## config.mk

```make
export PLATFORM = sky130hd
export DESIGN_NAME = data_url_payload_decoder_top
export DESIGN_NICKNAME = d
export VERILOG_FILES = /design/src/hdl/dupd_pkg.sv /design/src/hdl/dupd_decode.sv /design/src/hdl/data_url_payload_decoder_top.sv
export SDC_FILE = /design/constraint.sdc
export NUM_CORES = 1
export LEC_CHECK = 0
export BUFFER_PORTS_ARGS = -buffer_cell sky130_fd_sc_hd__buf_2
export CAP_MARGIN = 20
export CORE_AREA = 2 2 167 169
export CTS_CLUSTER_DIAMETER = 100
export DETAILED_ROUTE_END_ITERATION = 16
export DIE_AREA = 0 0 169 171
export MAX_ROUTING_LAYER = met4
export PLACE_DENSITY = 0.46
export RECOVER_POWER = 100
export SETUP_SLACK_MARGIN = 0.3
export SLEW_MARGIN = 20
export SYNTH_ARGS = -nofsm -noshare
export SYNTH_HDL_FRONTEND = slang
export SYNTH_HIERARCHICAL = 1
export SYNTH_SLANG_ARGS = --single-unit
```

## constraint.sdc

```tcl
create_clock -name clk -period 9.86 [get_ports clk]
set_input_delay 1.972 -clock clk [delete_from_list [all_inputs] [get_ports clk]]
set_output_delay 1.972 -clock clk [all_outputs]
set_load 0.02 [all_outputs]
```

## src/hdl/dupd_pkg.sv

```systemverilog
// ----------------------------------------------------------------------------
// dupd_pkg: shared types and helpers for the data URL payload decoder
// Character codes, register indexes, state structures and the small
// character classification and base64 step functions.
// ----------------------------------------------------------------------------
package dupd_pkg;

  localparam logic [7:0] CH_PCT   = 8'h25;
  localparam logic [7:0] CH_PLUS  = 8'h2b;
  localparam logic [7:0] CH_EQ    = 8'h3d;
  localparam logic [7:0] CH_SPACE = 8'h20;
  localparam logic [7:0] CH_SLASH = 8'h2f;

  localparam logic [0:0] REG_BASE64_MODE   = 1'b0;
  localparam logic [0:0] REG_PLUS_AS_SPACE = 1'b1;

  localparam logic [1:0] HOLD_NONE = 2'd0;
  localparam logic [1:0] HOLD_PCT  = 2'd1;
  localparam logic [1:0] HOLD_TWO  = 2'd2;

  typedef struct packed {
    logic [1:0] cnt;
    logic [7:0] chr;
  } hold_t;

  typedef struct packed {
    logic [11:0] acc;
    logic [3:0]  pend;
    logic        pad;
  } b64_state_t;

  typedef struct packed {
    b64_state_t st;
    logic       emit;
    logic [7:0] data;
  } b64_out_t;

  typedef struct packed {
    logic [1:0]      cnt;
    logic            has;
    logic [2:0][7:0] bytes;
  } res_t;

  // Bit 4 set means not a hex digit.
  function automatic logic [4:0] hex_val(logic [7:0] c);
    logic [7:0] d;
    d = 8'h00;
    if (c >= 8'h30 && c <= 8'h39) begin
      d = c - 8'h30;
    end else if (c >= 8'h61 && c <= 8'h66) begin
      d = c - 8'h57;
    end else if (c >= 8'h41 && c <= 8'h46) begin
      d = c - 8'h37;
    end else begin
      d = 8'h10;
    end
    return d[4:0];
  endfunction

  // Bit 6 set means not a base64 character.
  function automatic logic [6:0] sextet_val(logic [7:0] c);
    logic [7:0] d;
    d = 8'h00;
    if (c >= 8'h41 && c <= 8'h5a) begin
      d = c - 8'h41;
    end else if (c >= 8'h61 && c <= 8'h7a) begin
      d = c - 8'h47;
    end else if (c >= 8'h30 && c <= 8'h39) begin
      d = c + 8'h04;
    end else if (c == CH_PLUS) begin
      d = 8'd62;
    end else if (c == CH_SLASH) begin
      d = 8'd63;
    end else begin
      d = 8'd64;
    end
    return d[6:0];
  endfunction

  // One character through the second stage.
  function automatic b64_out_t b64_step(b64_state_t st, logic v, logic [7:0] c, logic mode);
    b64_out_t   r;
    logic [6:0] sx;
    logic [3:0] p;
    logic [11:0] sh;
    r.st   = st;
    r.emit = 1'b0;
    r.data = c;
    sx     = sextet_val(c);
    p      = st.pend + 4'd6;
    sh     = 12'h000;
    if (v) begin
      if (!mode) begin
        r.emit = 1'b1;
      end else if (!st.pad) begin
        if (c == CH_EQ) begin
          r.st.pad = 1'b1;
        end else if (!sx[6]) begin
          r.st.acc = {st.acc[5:0], sx[5:0]};
          if (p >= 4'd8) begin
            sh        = r.st.acc >> (p - 4'd8);
            r.emit    = 1'b1;
            r.data    = sh[7:0];
            r.st.pend = p - 4'd8;
          end else begin
            r.st.pend = p;
          end
        end
      end
    end
    return r;
  endfunction

endpackage

```

## src/hdl/dupd_decode.sv

```systemverilog
// ----------------------------------------------------------------------------
// dupd_decode: next-state and result logic for one payload byte
// Percent-decodes the byte against the held escape, runs up to three
// resulting bytes through the base64 stage and packs the emitted bytes.
// ----------------------------------------------------------------------------
module dupd_decode (
  input  logic                 base64_mode,
  input  logic                 plus_as_space,
  input  logic [7:0]           in_byte,
  input  logic                 in_last,
  input  dupd_pkg::hold_t      hold_i,
  input  dupd_pkg::b64_state_t b64_i,
  output dupd_pkg::hold_t      hold_o,
  output dupd_pkg::b64_state_t b64_o,
  output dupd_pkg::res_t       res_o
);

  logic [2:0]           seq_v;
  logic [2:0][7:0]      seq_b;
  logic [1:0]           n;
  dupd_pkg::hold_t      hold_mid;
  dupd_pkg::b64_out_t   s0, s1, s2;
  logic [2:0]           em;
  logic [2:0][7:0]      eb;
  logic [1:0]           k;
  logic [4:0]           hx_hi, hx_lo;
  logic [7:0]           lit_held, lit_in, lit_mid;

  always_comb begin
    hx_hi    = dupd_pkg::hex_val(hold_i.chr);
    hx_lo    = dupd_pkg::hex_val(in_byte);
    lit_held = (plus_as_space && hold_i.chr == dupd_pkg::CH_PLUS) ? dupd_pkg::CH_SPACE
                                                                  : hold_i.chr;
    lit_in   = (plus_as_space && in_byte == dupd_pkg::CH_PLUS) ? dupd_pkg::CH_SPACE : in_byte;
    seq_v    = 3'b000;
    seq_b    = '0;
    n        = 2'd0;
    hold_mid = hold_i;
    lit_mid  = 8'h00;

    case (hold_i.cnt)
      dupd_pkg::HOLD_TWO: begin
        if (!hx_hi[4] && !hx_lo[4]) begin
          seq_b[n]     = {hx_hi[3:0], hx_lo[3:0]};
          seq_v[n]     = 1'b1;
          n            = n + 2'd1;
          hold_mid.cnt = dupd_pkg::HOLD_NONE;
        end else begin
          seq_b[n] = dupd_pkg::CH_PCT;
          seq_v[n] = 1'b1;
          n        = n + 2'd1;
          if (hold_i.chr == dupd_pkg::CH_PCT) begin
            hold_mid.cnt = dupd_pkg::HOLD_TWO;
            hold_mid.chr = in_byte;
          end else begin
            seq_b[n] = lit_held;
            seq_v[n] = 1'b1;
            n        = n + 2'd1;
            if (in_byte == dupd_pkg::CH_PCT) begin
              hold_mid.cnt = dupd_pkg::HOLD_PCT;
            end else begin
              seq_b[n]     = lit_in;
              seq_v[n]     = 1'b1;
              n            = n + 2'd1;
              hold_mid.cnt = dupd_pkg::HOLD_NONE;
            end
          end
        end
      end
      dupd_pkg::HOLD_PCT: begin
        hold_mid.cnt = dupd_pkg::HOLD_TWO;
        hold_mid.chr = in_byte;
      end
      default: begin
        if (in_byte == dupd_pkg::CH_PCT) begin
          hold_mid.cnt = dupd_pkg::HOLD_PCT;
        end else begin
          seq_b[n] = lit_in;
          seq_v[n] = 1'b1;
          n        = n + 2'd1;
        end
      end
    endcase

    // An escape still open at the end of the payload goes out literally.
    if (in_last) begin
      if (hold_mid.cnt != dupd_pkg::HOLD_NONE) begin
        seq_b[n] = dupd_pkg::CH_PCT;
        seq_v[n] = 1'b1;
        n        = n + 2'd1;
      end
      if (hold_mid.cnt == dupd_pkg::HOLD_TWO) begin
        lit_mid  = (plus_as_space && hold_mid.chr == dupd_pkg::CH_PLUS) ? dupd_pkg::CH_SPACE
                                                                        : hold_mid.chr;
        seq_b[n] = lit_mid;
        seq_v[n] = 1'b1;
      end
    end
  end

  always_comb begin
    s0 = dupd_pkg::b64_step(b64_i, seq_v[0], seq_b[0], base64_mode);
    s1 = dupd_pkg::b64_step(s0.st, seq_v[1], seq_b[1], base64_mode);
    s2 = dupd_pkg::b64_step(s1.st, seq_v[2], seq_b[2], base64_mode);
    em = {s2.emit, s1.emit, s0.emit};
    eb = {s2.data, s1.data, s0.data};

    res_o = '0;
    k     = 2'd0;
    for (int i = 0; i < 3; i++) begin
      if (em[i]) begin
        res_o.bytes[k] = eb[i];
        k              = k + 2'd1;
      end
    end
    res_o.cnt = k;
    res_o.has = 1'b1;

    hold_o = hold_mid;
    b64_o  = s2.st;
    if (in_last) begin
      hold_o = '0;
      b64_o  = '0;
      if (k == 2'd0) begin
        res_o.cnt = 2'd1;
        res_o.has = 1'b0;
      end
    end
  end

endmodule

```

## src/hdl/data_url_payload_decoder_top.sv

```systemverilog
// ----------------------------------------------------------------------------
// data_url_payload_decoder_top: streaming data URL payload decoder
// Percent-decodes a payload byte stream, optionally base64-decodes it.
//
// Input words carry one payload byte in in_tdata, with in_tlast on the final
// byte. Output words carry one decoded byte in out_tdata; out_tuser is 1 when
// the byte is real data and 0 for a bare end mark, and out_tlast closes the
// payload. Every final input byte yields at least one output word.
// Each accepted byte is decoded combinationally into a three-slot result
// register; its words appear on the output the following cycle. A byte that
// yields at most one word lets the next byte in every cycle that the receiver
// is ready. A byte that yields two or three words (a broken escape or an
// escape cut by the end of the payload) holds the input until the result
// register, draining one word per ready cycle, is down to its last word.
// The user writes the two settings through cfg_we, cfg_addr and cfg_wdata only
// while the stream is idle (not enforced here); they apply from the next byte.
// Reset, synchronous and active low, empties the result register, clears
// the escape and base64 state and restores the register defaults (base64
// off, plus as space on). A stalled receiver holds the current word and,
// once the result register cannot take a new byte, stalls the input.
// ----------------------------------------------------------------------------
module data_url_payload_decoder_top (
  input  logic       clk,
  input  logic       rst_n,
  input  logic       cfg_we,
  input  logic [0:0] cfg_addr,
  input  logic [0:0] cfg_wdata,
  input  logic       in_tvalid,
  output logic       in_tready,
  input  logic [7:0] in_tdata,   // [7:0] in_byte
  input  logic       in_tlast,
  output logic       out_tvalid,
  input  logic       out_tready,
  output logic [7:0] out_tdata,  // [7:0] out_byte
  output logic       out_tuser,  // [0] has_byte
  output logic       out_tlast
);

  logic                 base64_mode_r;
  logic                 plus_as_space_r;
  dupd_pkg::hold_t      hold_r, hold_nxt;
  dupd_pkg::b64_state_t b64_r, b64_nxt;
  dupd_pkg::res_t       res_nxt;
  logic [2:0][7:0]      slot_r;
  logic [1:0]           rem_r;
  logic                 has_r;
  logic                 last_r;
  logic                 in_fire, out_fire;

  dupd_decode u_decode (
    .base64_mode   (base64_mode_r),
    .plus_as_space (plus_as_space_r),
    .in_byte       (in_tdata),
    .in_last       (in_tlast),
    .hold_i        (hold_r),
    .b64_i         (b64_r),
    .hold_o        (hold_nxt),
    .b64_o         (b64_nxt),
    .res_o         (res_nxt)
  );

  assign in_tready  = (rem_r == 2'd0) || (rem_r == 2'd1 && out_tready);
  assign in_fire    = in_tvalid && in_tready;
  assign out_tvalid = (rem_r != 2'd0);
  assign out_fire   = out_tvalid && out_tready;
  assign out_tdata  = slot_r[0];
  assign out_tuser  = has_r;
  assign out_tlast  = last_r && (rem_r == 2'd1);

  always_ff @(posedge clk) begin
    if (!rst_n) begin
      base64_mode_r   <= 1'b0;
      plus_as_space_r <= 1'b1;
      hold_r          <= '0;
      b64_r           <= '0;
      rem_r           <= 2'd0;
      has_r           <= 1'b0;
      last_r          <= 1'b0;
      slot_r          <= '0;
    end else begin
      if (cfg_we) begin
        case (cfg_addr)
          dupd_pkg::REG_BASE64_MODE:   base64_mode_r   <= cfg_wdata[0];
          dupd_pkg::REG_PLUS_AS_SPACE: plus_as_space_r <= cfg_wdata[0];
          default: ;
        endcase
      end
      if (in_fire) begin
        hold_r <= hold_nxt;
        b64_r  <= b64_nxt;
        slot_r <= res_nxt.bytes;
        rem_r  <= res_nxt.cnt;
        has_r  <= res_nxt.has;
        last_r <= in_tlast;
      end else if (out_fire) begin
        slot_r <= {8'h00, slot_r[2], slot_r[1]};
        rem_r  <= rem_r - 2'd1;
      end
    end
  end

`ifndef NO_ASSERTIONS
  a_bare_mark_is_last: assert property (@(posedge clk) disable iff (!rst_n)
    out_tvalid && !out_tuser |-> out_tlast && rem_r == 2'd1)
    else $error("bare end mark not the final word");

  a_last_gives_word: assert property (@(posedge clk) disable iff (!rst_n)
    in_fire && in_tlast |=> out_tvalid && last_r)
    else $error("final byte produced no output word");

  a_state_cleared: assert property (@(posedge clk) disable iff (!rst_n)
    in_fire && in_tlast |=> hold_r.cnt == dupd_pkg::HOLD_NONE && b64_r.pend == 4'd0
                           && !b64_r.pad)
    else $error("stream state not cleared after final byte");

  a_hold_range: assert property (@(posedge clk) disable iff (!rst_n)
    hold_r.cnt != 2'd3 && (b64_r.pend == 4'd0 || b64_r.pend == 4'd2
                           || b64_r.pend == 4'd4 || b64_r.pend == 4'd6))
    else $error("escape or base64 state out of range");
`endif

endmodule
```

### Yosys cells after proc, flatten, opt, wreduce, memory -nomap -nowiden

Cells that the tools add are included.

| storage, ports and cells | value |
|---|---|
| memories | 0 |
| bits in latches | 0 |
| bits in read-only memories | 0 |
| output and inout bits | 12 |
| register bits after elaboration | 57 |
| word-level logic and storage cells | 266 |
| RAM bits | 0 |

| operators by class | value |
|---|---|
| $add $sub $neg | 25 |
| bitwise gates (word level) | 6 |
| eq/ne operators | 18 |
| $mul | 0 |
| reductions and logical operators | 37 |
| muxes and demuxes | 123 |
| div/mod/pow operators | 0 |
| shift-type cells | 3 |
| order comparisons | 41 |

Operators with widths:

| cell | count |
|---|---|
| 24-bit two-way mux | 8 |
| 26-bit two-way mux | 6 |
| 16-bit two-way mux | 9 |
| 8-bit two-way mux | 15 |
| 8-bit by 6-bit == test with 1-bit output (second input constant) | 14 |
| 7-bit two-way mux | 15 |
| 9-bit two-way mux | 9 |
| 8-bit by 7-bit >= comparator with 1-bit output (second input constant) | 10 |
| 8-bit by 7-bit <= comparator with 1-bit output (second input constant) | 10 |
| 24-bit bitwise mux | 3 |
| 17-bit two-way mux | 4 |
| 8-bit demux with 2-bit select | 4 |
| 7-bit subtractor (second input constant) | 6 |
| 8-bit by 6-bit >= comparator with 1-bit output (second input constant) | 5 |
| 8-bit by 6-bit <= comparator with 1-bit output (second input constant) | 5 |
| 12-bit by 4-bit right shift with 8-bit output | 3 |
| 8-bit case mux with 2 select lines | 2 |
| 5-bit two-way mux | 6 |
| 5-bit subtractor (second input constant) | 6 |
| 2-bit two-way mux | 14 |
| 1-bit logical AND | 27 |
| 7-bit by 3-bit adder with 7-bit output (second input constant) | 3 |
| 3-bit two-way mux | 6 |
| 15-bit AND | 1 |
| other kinds (27) | 62 |

### Logic depth before layout (Yosys ltp)

Gate-level depths: netlist of the first run.

| depth | value |
|---|---|
| word-level depth | 56 |
| depth in mapped cells | 40 |
| mapped depth without buffers | 36 |

### Hierarchy

Netlist of the first run, hierarchy kept.

By module, submodules not included:

| module | cells an instance | seq. area each (sq um) | instances | area each (sq um) |
|---|---|---|---|---|
| dupd_decode | 996 | 0.0 | 1 | 6856.6 |
| data_url_payload_decoder_top | 290 | 1141.1 | 1 | 2489.9 |

### Least setup slack after synthesis of the first run

OpenSTA, ideal clock, no wires.

| timing | value |
|---|---|
| path type | input to register |
| from | input port in_tdata[6] |
| to | register slot_r (netlist bit out_tdata[4]) |
| data required time | 9781 ps |
| stages on the path | 37 |
| path slack | 956 ps |
| buffers on the path | 6 |
| data arrival time | 8824 ps |
| cells stage by stage | buf_2 or3b_1 a211oi_1 a21o_1 a21oi_1 nand2_1 ha_1 nand2_1 a2111o_1 nor2_4 buf_6 o41a_1 buf_2 inv_1 ha_1 a21oi_1 a21oi_1 a21oi_1 a31o_2 o211ai_1 o21ai_1 o31ai_2 buf_4 nor2_1 a21oi_1 ha_1 o21ai_0 ha_1 xor2_1 o22ai_2 and2_0 clkbuf_1 buf_2 nor2_1 a22oi_1 nor3_1 a211oi_2 |

RTL lines:

| element | RTL line | RTL |
|---|---|---|
| start, declared | data_url_payload_decoder_top.sv:30 | `input logic [7:0] in_tdata,` |
| end signal, assigned | data_url_payload_decoder_top.sv:91 | `slot_r <= res_nxt.bytes;` |
| end signal, assigned | data_url_payload_decoder_top.sv:96 | `slot_r <= {8'h00, slot_r[2], slot_r[1]};` |
| end, declared | data_url_payload_decoder_top.sv:44 | `logic [2:0][7:0] slot_r;` |

==> run metrics, run 1 <==
status complete, but fails checks; violated checks max-capacitance violations, max-slew violations; critical path fanouts, max 10; hold violation total from the final report 0; area growth from synthesis to layout 9.45%; Worst R2R Setup Slack 1620 ps; Initial Util 32.8%; Post-DP HPWL 30100 um; antenna violations before repair 0; fraction of layout cells with a size suffix above 1 15.8%; via count 10298; slowest CP cell o31ai_4; Clock Sinks 51; # port buffers 27; Final min period 9230 ps; Placed Area 9450 um^2; Peak VDD IR 0.000125 V; Hold Path End last_r$_SDFFE_PN0P_; clock buffer depth 2; RSZ-0062 raised after global routing no; CP Buf/Inv Count 4; GR Overflow Total 0; Hold Crit Depth 2; setup slack after layout 633 ps; via-per-instance ratio 6.51; CTS tree built; Antenna Cells 0; 1st-iter DRT viols 1003; Syn Nets 1296; Critical Path Start Type input pin; Syn Area/Cell 7.28 um^2; startpoint of the worst hold path last_r$_SDFFE_PN0P_; post-route clock period utilization 93.6%; Die ar. 28900 um^2; leakage power 3.45 nW; max-slew violations 37; Rel. slew slack -32.0%; Gate Count Post-Synth 1231; commonest non-fill, non-tap cell in the layout nor2_1; final setup fails 0; clock latency on the worst-skew pair 310 ps; ANT nets after route 0; total CTS buffers 5; number of max-cap violations 1; Worst EP required 10010 ps; Cell Pwr Density 68.9 nW/um^2; CTS Hold Bufs 0; Pre-antenna DRT Iters 6; Critical Path Max Stage Delay 430 ps; largest net degree at the start of global routing 43; Max Fclk 108 MHz; Clock transition at path regs 80 ps; Reg2Reg Launch Point hold_r[8]$_SDFFE_PN0P_; Worst Skew 13.6 ps; Routed wire per std cell 24.4 um; IO Count 28; htree depth 2; GRT Total Usage 27.1%; Place WS -150 ps; total routed wirelength 38700 um; Worst R2R Path Depth 28; Syn Std Cell Area 8960 um^2; core footprint 27300 um^2; first-pass GRT wire length 59300 um; Crit. path cell count 34; RePlAce Congestion 1.01; cell row count 61; DRC 0; die width 169 um; kind of critical path input pin to register; number of synthesis warnings 6; CP endpoint kind register; vias in the first global route 9626; final instance area 9810 um^2; commonest non-fill, non-tap cells in the layout 102 x nor2_1, 101 x a21oi_1, 86 x nand2_1, 64 x o21ai_0, 62 x buf_4; Reg2Reg Capture Point rem_r[0]$_SDFFE_PN0P_; Tightest Hold Check Type register to register; Arr. time, crit path 9380 ps; Worst-Margin Slew 1980 ps; Root Buffer clkbuf_16; CP top delay family compound AO/OA/AOI/OAI gates; Final #Nets 1301; Die Y 171 um
[worst max path at each step]
stage	start	endpoint	slack, ps
after global placement	in_tdata[1]	out_tdata[6]$_SDFFE_PN0P_	60
after CTS	in_tdata[6]	out_tdata[6]$_SDFFE_PN0P_	350
after global routing	in_tdata[0]	slot_r[9]$_SDFFE_PN0P_	130
after floorplan	in_tdata[6]	out_tdata[4]$_SDFFE_PN0P_	960
final	in_tdata[0]	rem_r[0]$_SDFFE_PN0P_	630
after detailed placement	in_tdata[1]	out_tdata[6]$_SDFFE_PN0P_	-150
[metal layers]
metal | wire length (um) | up-vias | global-route usage [%] | share of wire (%)
met4 | 1810 | 0 | 10.9 | 4.7
met5 | 0 | - | - | 0
met2 | 17500 | 452 | 43.0 | 45
li1 | - | 4765 | - | -
met3 | 2450 | 106 | 3.52 | 6.3
met1 | 16900 | 4975 | 35.1 | 44
[flip-flops by register name, summed over array words and instances, names as in the netlist, 2 cells and up]
| name | cells |
|---|---|
| b64_r | 11 |
| hold_r | 10 |
| out_tdata | 8 |
| rem_r | 2 |
| slot_r | 16 |
[stage by stage]
stage                     total power, mW  std cells  util [%]  hold WS [ps]  TNS (ps)
after floorplan                     0.437       1231         -           449         0
after global placement              0.491       1560      34.6           461         0
after detailed placement            0.490       1560      34.6           466      -871
after CTS                           0.685       1571      35.3           479         0
after global routing                0.716       1583      35.9           526         0
final                               0.676       1583      35.9           477         0
[area by class of cell]
cell class	instances	area (um^2)
clock buffers	5	125
clock inverters	3	28.8
fillers	2976	17500
inverters	57	216
multi-input cells	1030	7390
flip-flops and latches	51	1020
well taps	346	433
repair buffers	91	592
[power by group]
part	total [mW]	switching [mW]	internal, mW
clock network	0.190	0.0924	0.0972
logic	0.255	0.181	0.0741
registers	0.231	0.00910	0.222
total	0.676	0.283	0.394
[repair_timing]
| item | 4_1_cts | 5_1_grt |
|---|---|---|
| pin swaps | 1 | 7 |
| gates resized for setup | 1 | 28 |
| hold endpoints to repair | 0 | 0 |
| setup endpoints to repair | 16 | 27 |
| setup buffers | 3 | 12 |
[worst reg2reg max path, delay by kind of cell (launching register included)]
| kind | cells | cell delay (ps) |
|---|---|---|
| compound gates | 13 | 3080 |
| flops | 1 | 470 |
| simple gates | 7 | 2160 |
| fa+ha+maj | 5 | 2010 |
| buf+inv | 2 | 260 |
| xor+xnor | 1 | 120 |
Power figures use the tool's default switching activity.
==> inputs of run 2 (changes only) <==
--- a/config.mk
+++ b/config.mk
@@ -11,6 +11,7 @@
 export CTS_CLUSTER_DIAMETER = 100
 export DETAILED_ROUTE_END_ITERATION = 16
 export DIE_AREA = 0 0 169 171
+export GPL_TIMING_DRIVEN = 0
 export MAX_ROUTING_LAYER = met4
 export PLACE_DENSITY = 0.46
 export RECOVER_POWER = 100
==> run 2 against run 1 <==
- the flow now finishes without violations
- final area rose by 3.9%
- die area unchanged
- via count grew 1.6%
- highest routed layer unchanged
- sequential power hardly changed
- flip-flop and latch count unchanged
- sequential share of layout area is 0.39 points lower
- largest cell class unchanged
==> run metrics, run 2 (synthesized netlist as in run 1, its figures left out) <==
vias in the first global route 9654; slowest CP cell nor3_1; final instance area 10200 um^2; via-per-instance ratio 6.42; # port buffers 24; GRT Total Usage 27.4%; Routed wire per std cell 24.1 um; ANT nets after route 0; Initial Util 32.8%; Pre-antenna DRT Iters 7; hold violation total from the final report 0; Root Buffer clkbuf_16; die width 169 um; largest registers slot_r: 16 flops, b64_r: 11 flops, hold_r: 10 flops; final setup fails 0; Critical Path Start Type input pin; Most common cell on crit path buf_4; CP endpoint kind register; Clock Sinks 51; IO Count 28; register area 1020 um^2; Final min period 9410 ps; Clock transition at path regs 70 ps; Rel. slew slack 23.4%; largest net degree at the start of global routing 17; commonest non-fill, non-tap cells in the layout 101 x nor2_1, 98 x a21oi_1, 83 x nand2_1, 56 x o21ai_0, 52 x nand3_1; RePlAce Congestion 0.951; critical path fanouts, max 10; fraction of layout cells with a size suffix above 1 17.8%; Cell Pwr Density 74.9 nW/um^2; Die ar. 28900 um^2; total CTS buffers 5; Tightest Hold Check Type register to register; cell row count 61; Arr. time, crit path 9590 ps; 1st-iter DRT viols 1187; htree depth 2; max reg flops 16; antenna violations before repair 0; via count 10461; Peak VDD IR 0.0000717 V; CTS tree built; area growth from synthesis to layout 13.7%; commonest non-fill, non-tap cell in the layout nor2_1; most flop-heavy register slot_r; first-pass GRT wire length 59300 um; Final #Nets 1347; Max Fclk 106 MHz; kind of critical path input pin to register; Post-DP HPWL 31400 um; max-slew violations 0; total routed wirelength 39300 um; Worst-Margin Slew 1130 ps; fillers 3010; GR Overflow Total 0; Final Util 37.3%; Worst EP required 10040 ps; DRC 0; WHS 488 ps; core footprint 27300 um^2; leakage power 3.56 nW; Die Y 171 um; Critical Path Max Stage Delay 740 ps; Antenna Cells 0; clock buffer depth 2; RSZ-0062 raised after global routing no; TNS Setup 0 ps; Placed Area 9530 um^2; CTS Hold Bufs 0; clock latency on the worst-skew pair 310 ps; Worst Skew 10.5 ps; status complete, no violations; post-route clock period utilization 95.5%; number of max-cap violations 0; area of the multi-input gates 7570 um^2
[run 2: cell types whose count changed in the layout (fill, tap and decap cells not counted), moves of 6 or more]
| cell | previous run | this run |
|---|---|---|
| buf_1 | 0 | 6 |
| buf_2 | 14 | 31 |
| clkbuf_1 | 15 | 49 |
| o21ai_0 | 64 | 56 |
| buf_4 | 62 | 37 |
| clkbuf_2 | 0 | 7 |
[run 2: what timing repair did]
| item | 4_1_cts | 5_1_grt |
|---|---|---|
| setup endpoints to repair | 28 | 27 |
| resized for setup | 39 | 47 |
| setup buffers | 8 | 11 |
| pin swaps | 7 | 7 |
[run 2: stage by stage]
step                      instances  setup slack [ps]  power (mW)
final                          1629               447       0.763
after detailed placement       1602             -1550       0.523
after global routing           1629               132       0.807
after CTS                      1618               309       0.766
after floorplan                1231               962       0.437
after global placement         1601             -1590       0.525
[run 2: metal layers]
metal | part of all wire, % | track usage [%]
met1 | 45 | 36.2
met5 | 0 | -
met4 | 4.6 | 10.6
met3 | 6.0 | 3.63
met2 | 44 | 42.7
[run 2: power by group]
part / switching [mW] / total (mW) / internal [mW]
Combinational: 0.196 / 0.296 / 0.100
Sequential: 0.00898 / 0.231 / 0.222
Clock: 0.0898 / 0.236 / 0.146
Total: 0.295 / 0.763 / 0.468
[run 2: layout make-up]
class | count | share of cell area, %
multi-input combinational | 1030 | 74.3
sequential | 51 | 10.0
buffer | 93 | 4.79
tap | 346 | 4.25
timing repair buffer | 44 | 2.65
inverter | 57 | 2.10
clock buffer | 5 | 1.23
clock inverter | 3 | 0.663
[run 2: final timing paths]
check / startpoint / end / cells past startpoint / slack, ps
setup / recovery: in_tdata[7] / slot_r[14]$_SDFFE_PN0P_ / 31 / 450
hold / removal: hold_r[6]$_SDFFE_PN0P_ / hold_r[6]$_SDFFE_PN0P_ / 2 / 490
setup reg to reg: hold_r[8]$_SDFFE_PN0P_ / slot_r[14]$_SDFFE_PN0P_ / 28 / 1400
hold reg to reg: hold_r[6]$_SDFFE_PN0P_ / hold_r[6]$_SDFFE_PN0P_ / 2 / 490
[run 2: critical path, delay by kind of cell]
| kind | cells | cell delay [ps] |
|---|---|---|
| adders and majority gates | 2 | 410 |
| AOI/OAI and AO/OA | 15 | 3930 |
| buffers and inverters | 8 | 1420 |
| and+or+nand+nor | 6 | 1860 |
==> inputs of run 3 (changes only) <==
--- a/config.mk
+++ b/config.mk
@@ -7,13 +7,13 @@
 export LEC_CHECK = 0
 export BUFFER_PORTS_ARGS = -buffer_cell sky130_fd_sc_hd__buf_2
 export CAP_MARGIN = 20
-export CORE_AREA = 2 2 167 169
+export CORE_AREA = 2 2 156 158
 export CTS_CLUSTER_DIAMETER = 100
 export DETAILED_ROUTE_END_ITERATION = 16
-export DIE_AREA = 0 0 169 171
+export DIE_AREA = 0 0 158 160
 export GPL_TIMING_DRIVEN = 0
 export MAX_ROUTING_LAYER = met4
-export PLACE_DENSITY = 0.46
+export PLACE_DENSITY = 0.52
 export RECOVER_POWER = 100
 export SETUP_SLACK_MARGIN = 0.3
 export SLEW_MARGIN = 20
==> run 3 against run 2 <==
- register-to-register slack worse by 60 ps
- count of clock-buffer cells in the layout rose by 2
- critical path depth increased by 8
- power is 4.4% lower
- first-iteration DRC count increased by 4.4%
- clock power is 16% lower
- critical endpoint is now rem_r[0]$_SDFFE_PN0P_
==> run metrics, run 3 (synthesized netlist as in run 1, its figures left out) <==
Root Buffer clkbuf_16; cell row count 57; 1st-iter DRT viols 1239; clock latency on the worst-skew pair 310 ps; Final #Nets 1351; Critical Path Max Stage Delay 650 ps; RSZ-0062 raised after global routing no; post-route clock period utilization 95.3%; switch share 40.6%; fillers 2579; number of max-cap violations 0; setup slack after layout 461 ps; Placed Cells incl. Taps 1580; htree depth 2; Worst Skew 5.89 ps; CTS tree built; total routed wirelength 38200 um; Clock transition at path regs 70 ps; IO Count 28; vias in the first global route 9568; Rel. slew slack 25.4%; Pint 433 uW; first-pass GRT wire length 57600 um; Worst-Margin Slew 1100 ps; TNS Setup 0 ps; GRT Total Usage 30.3%; die width 158 um; GR Overflow Total 0; WHS 476 ps; max reg flops 16; Critical Path Start Type input pin; register area 1020 um^2; leakage power 3.55 nW; Max Fclk 106 MHz; final instance area 10200 um^2; Routed wire per std cell 23.7 um; sw power 296 uW; ANT nets after route 0; DRC 0; Die Y 160 um; Comb pwr share 41.2%; via-per-instance ratio 6.44; RePlAce Congestion 1.00; Worst R2R Setup Slack 1340 ps; largest net degree at the start of global routing 16; status complete, no violations; area growth from synthesis to layout 13.7%; # port buffers 24; hold violation total from the final report 0; commonest non-fill, non-tap cell in the layout nor2_1; antenna violations before repair 0; fraction of layout cells with a size suffix above 1 18.6%; critical path fanouts, max 10; Clock Sinks 51; Die ar. 25300 um^2; post-route insts no fill 1611; register share of total power 31.6%; Antenna Cells 0; slowest CP cell or4b_1; Final min period 9400 ps; Post-DP HPWL 30600 um; CP endpoint kind register; Initial Util 37.6%; clock buffer depth 2; Tightest Hold Check Type register to register; Arr. time, crit path 9590 ps; Worst EP required 10050 ps; total CTS buffers 5; most flop-heavy register slot_r; Peak VDD IR 0.000108 V; commonest non-fill, non-tap cells in the layout 101 x nor2_1, 100 x a21oi_1, 83 x nand2_1, 56 x o21ai_0, 53 x nand3_1; final setup fails 0; Placed Area 9500 um^2; max-slew violations 0; Cell Pwr Density 71.6 nW/um^2; Place WS -1310 ps; Pre-antenna DRT Iters 5; core footprint 23800 um^2; largest registers slot_r: 16 flops, b64_r: 11 flops, hold_r: 10 flops; clock share of power 27.2%; via count 10372; kind of critical path input pin to register; area of the multi-input gates 7600 um^2
==> run 3: worst max-delay path: cells and delay by family <==
kind	cells	cell delay [ps]
buf+inv	10	1550
compound gates	11	2230
xor+xnor	1	200
simple gates	13	2580
fa+ha+maj	4	1040
==> run 3: worst paths after layout <==
path	endpoint	cells after the start	start
worst min register to register	hold_r[6]$_SDFFE_PN0P_	2	hold_r[6]$_SDFFE_PN0P_
worst min-delay path	hold_r[6]$_SDFFE_PN0P_	2	hold_r[6]$_SDFFE_PN0P_
worst max-delay path	rem_r[0]$_SDFFE_PN0P_	39	in_tdata[4]
worst max register to register	rem_r[0]$_SDFFE_PN0P_	32	hold_r[8]$_SDFFE_PN0P_
==> run 3: area by class of cell <==
cell class,count,area share [%]
Clock buffer,7,1.50
Timing Repair Buffer,48,2.97
Multi-Input combinational cell,1030,74.6
Inverter,57,2.10
Buffer,93,4.79
Clock inverter,1,0.0737
Sequential cell,51,10.0
Tap cell,324,3.98
==> run 3: layer usage <==
layer  track usage, %  vias to the layer above  routed length (um)  share of wire, %
li1                 -                     4861                   -                 -
met1             41.1                     4997               17200                45
met2             46.5                      424               16900                44
met3             3.26                       90                2300               6.0
met4             11.3                        0                1770               4.6
met5                -                        -                   0                 0
==> run 3: through the flow <==
step           total power [mW]  util (%)
2_1_floorplan             0.437         -
3_3_place_gp              0.521      39.8
3_5_place_dp              0.522      39.9
4_1_cts                   0.726      41.5
5_1_grt                   0.766      42.8
6_report                  0.729      42.8
==> run 3: what timing repair did <==
action	4_1_cts	5_1_grt
pin swaps	5	11
hold buffers	0	0
setup endpoints to repair	28	28
setup buffers	8	15
resized for setup	36	57
==> run 3: power groups by stage <==
| stage | registers, mW | logic (mW) | clock network, mW |
|---|---|---|---|
| 3_5_place_dp | 0.235 | 0.286 | 0 |
| 4_1_cts | 0.230 | 0.292 | 0.204 |
| 6_report | 0.230 | 0.301 | 0.198 |
| 2_1_floorplan | 0.234 | 0.203 | 0 |
| 5_1_grt | 0.233 | 0.325 | 0.209 |
| 3_3_place_gp | 0.235 | 0.286 | 0 |
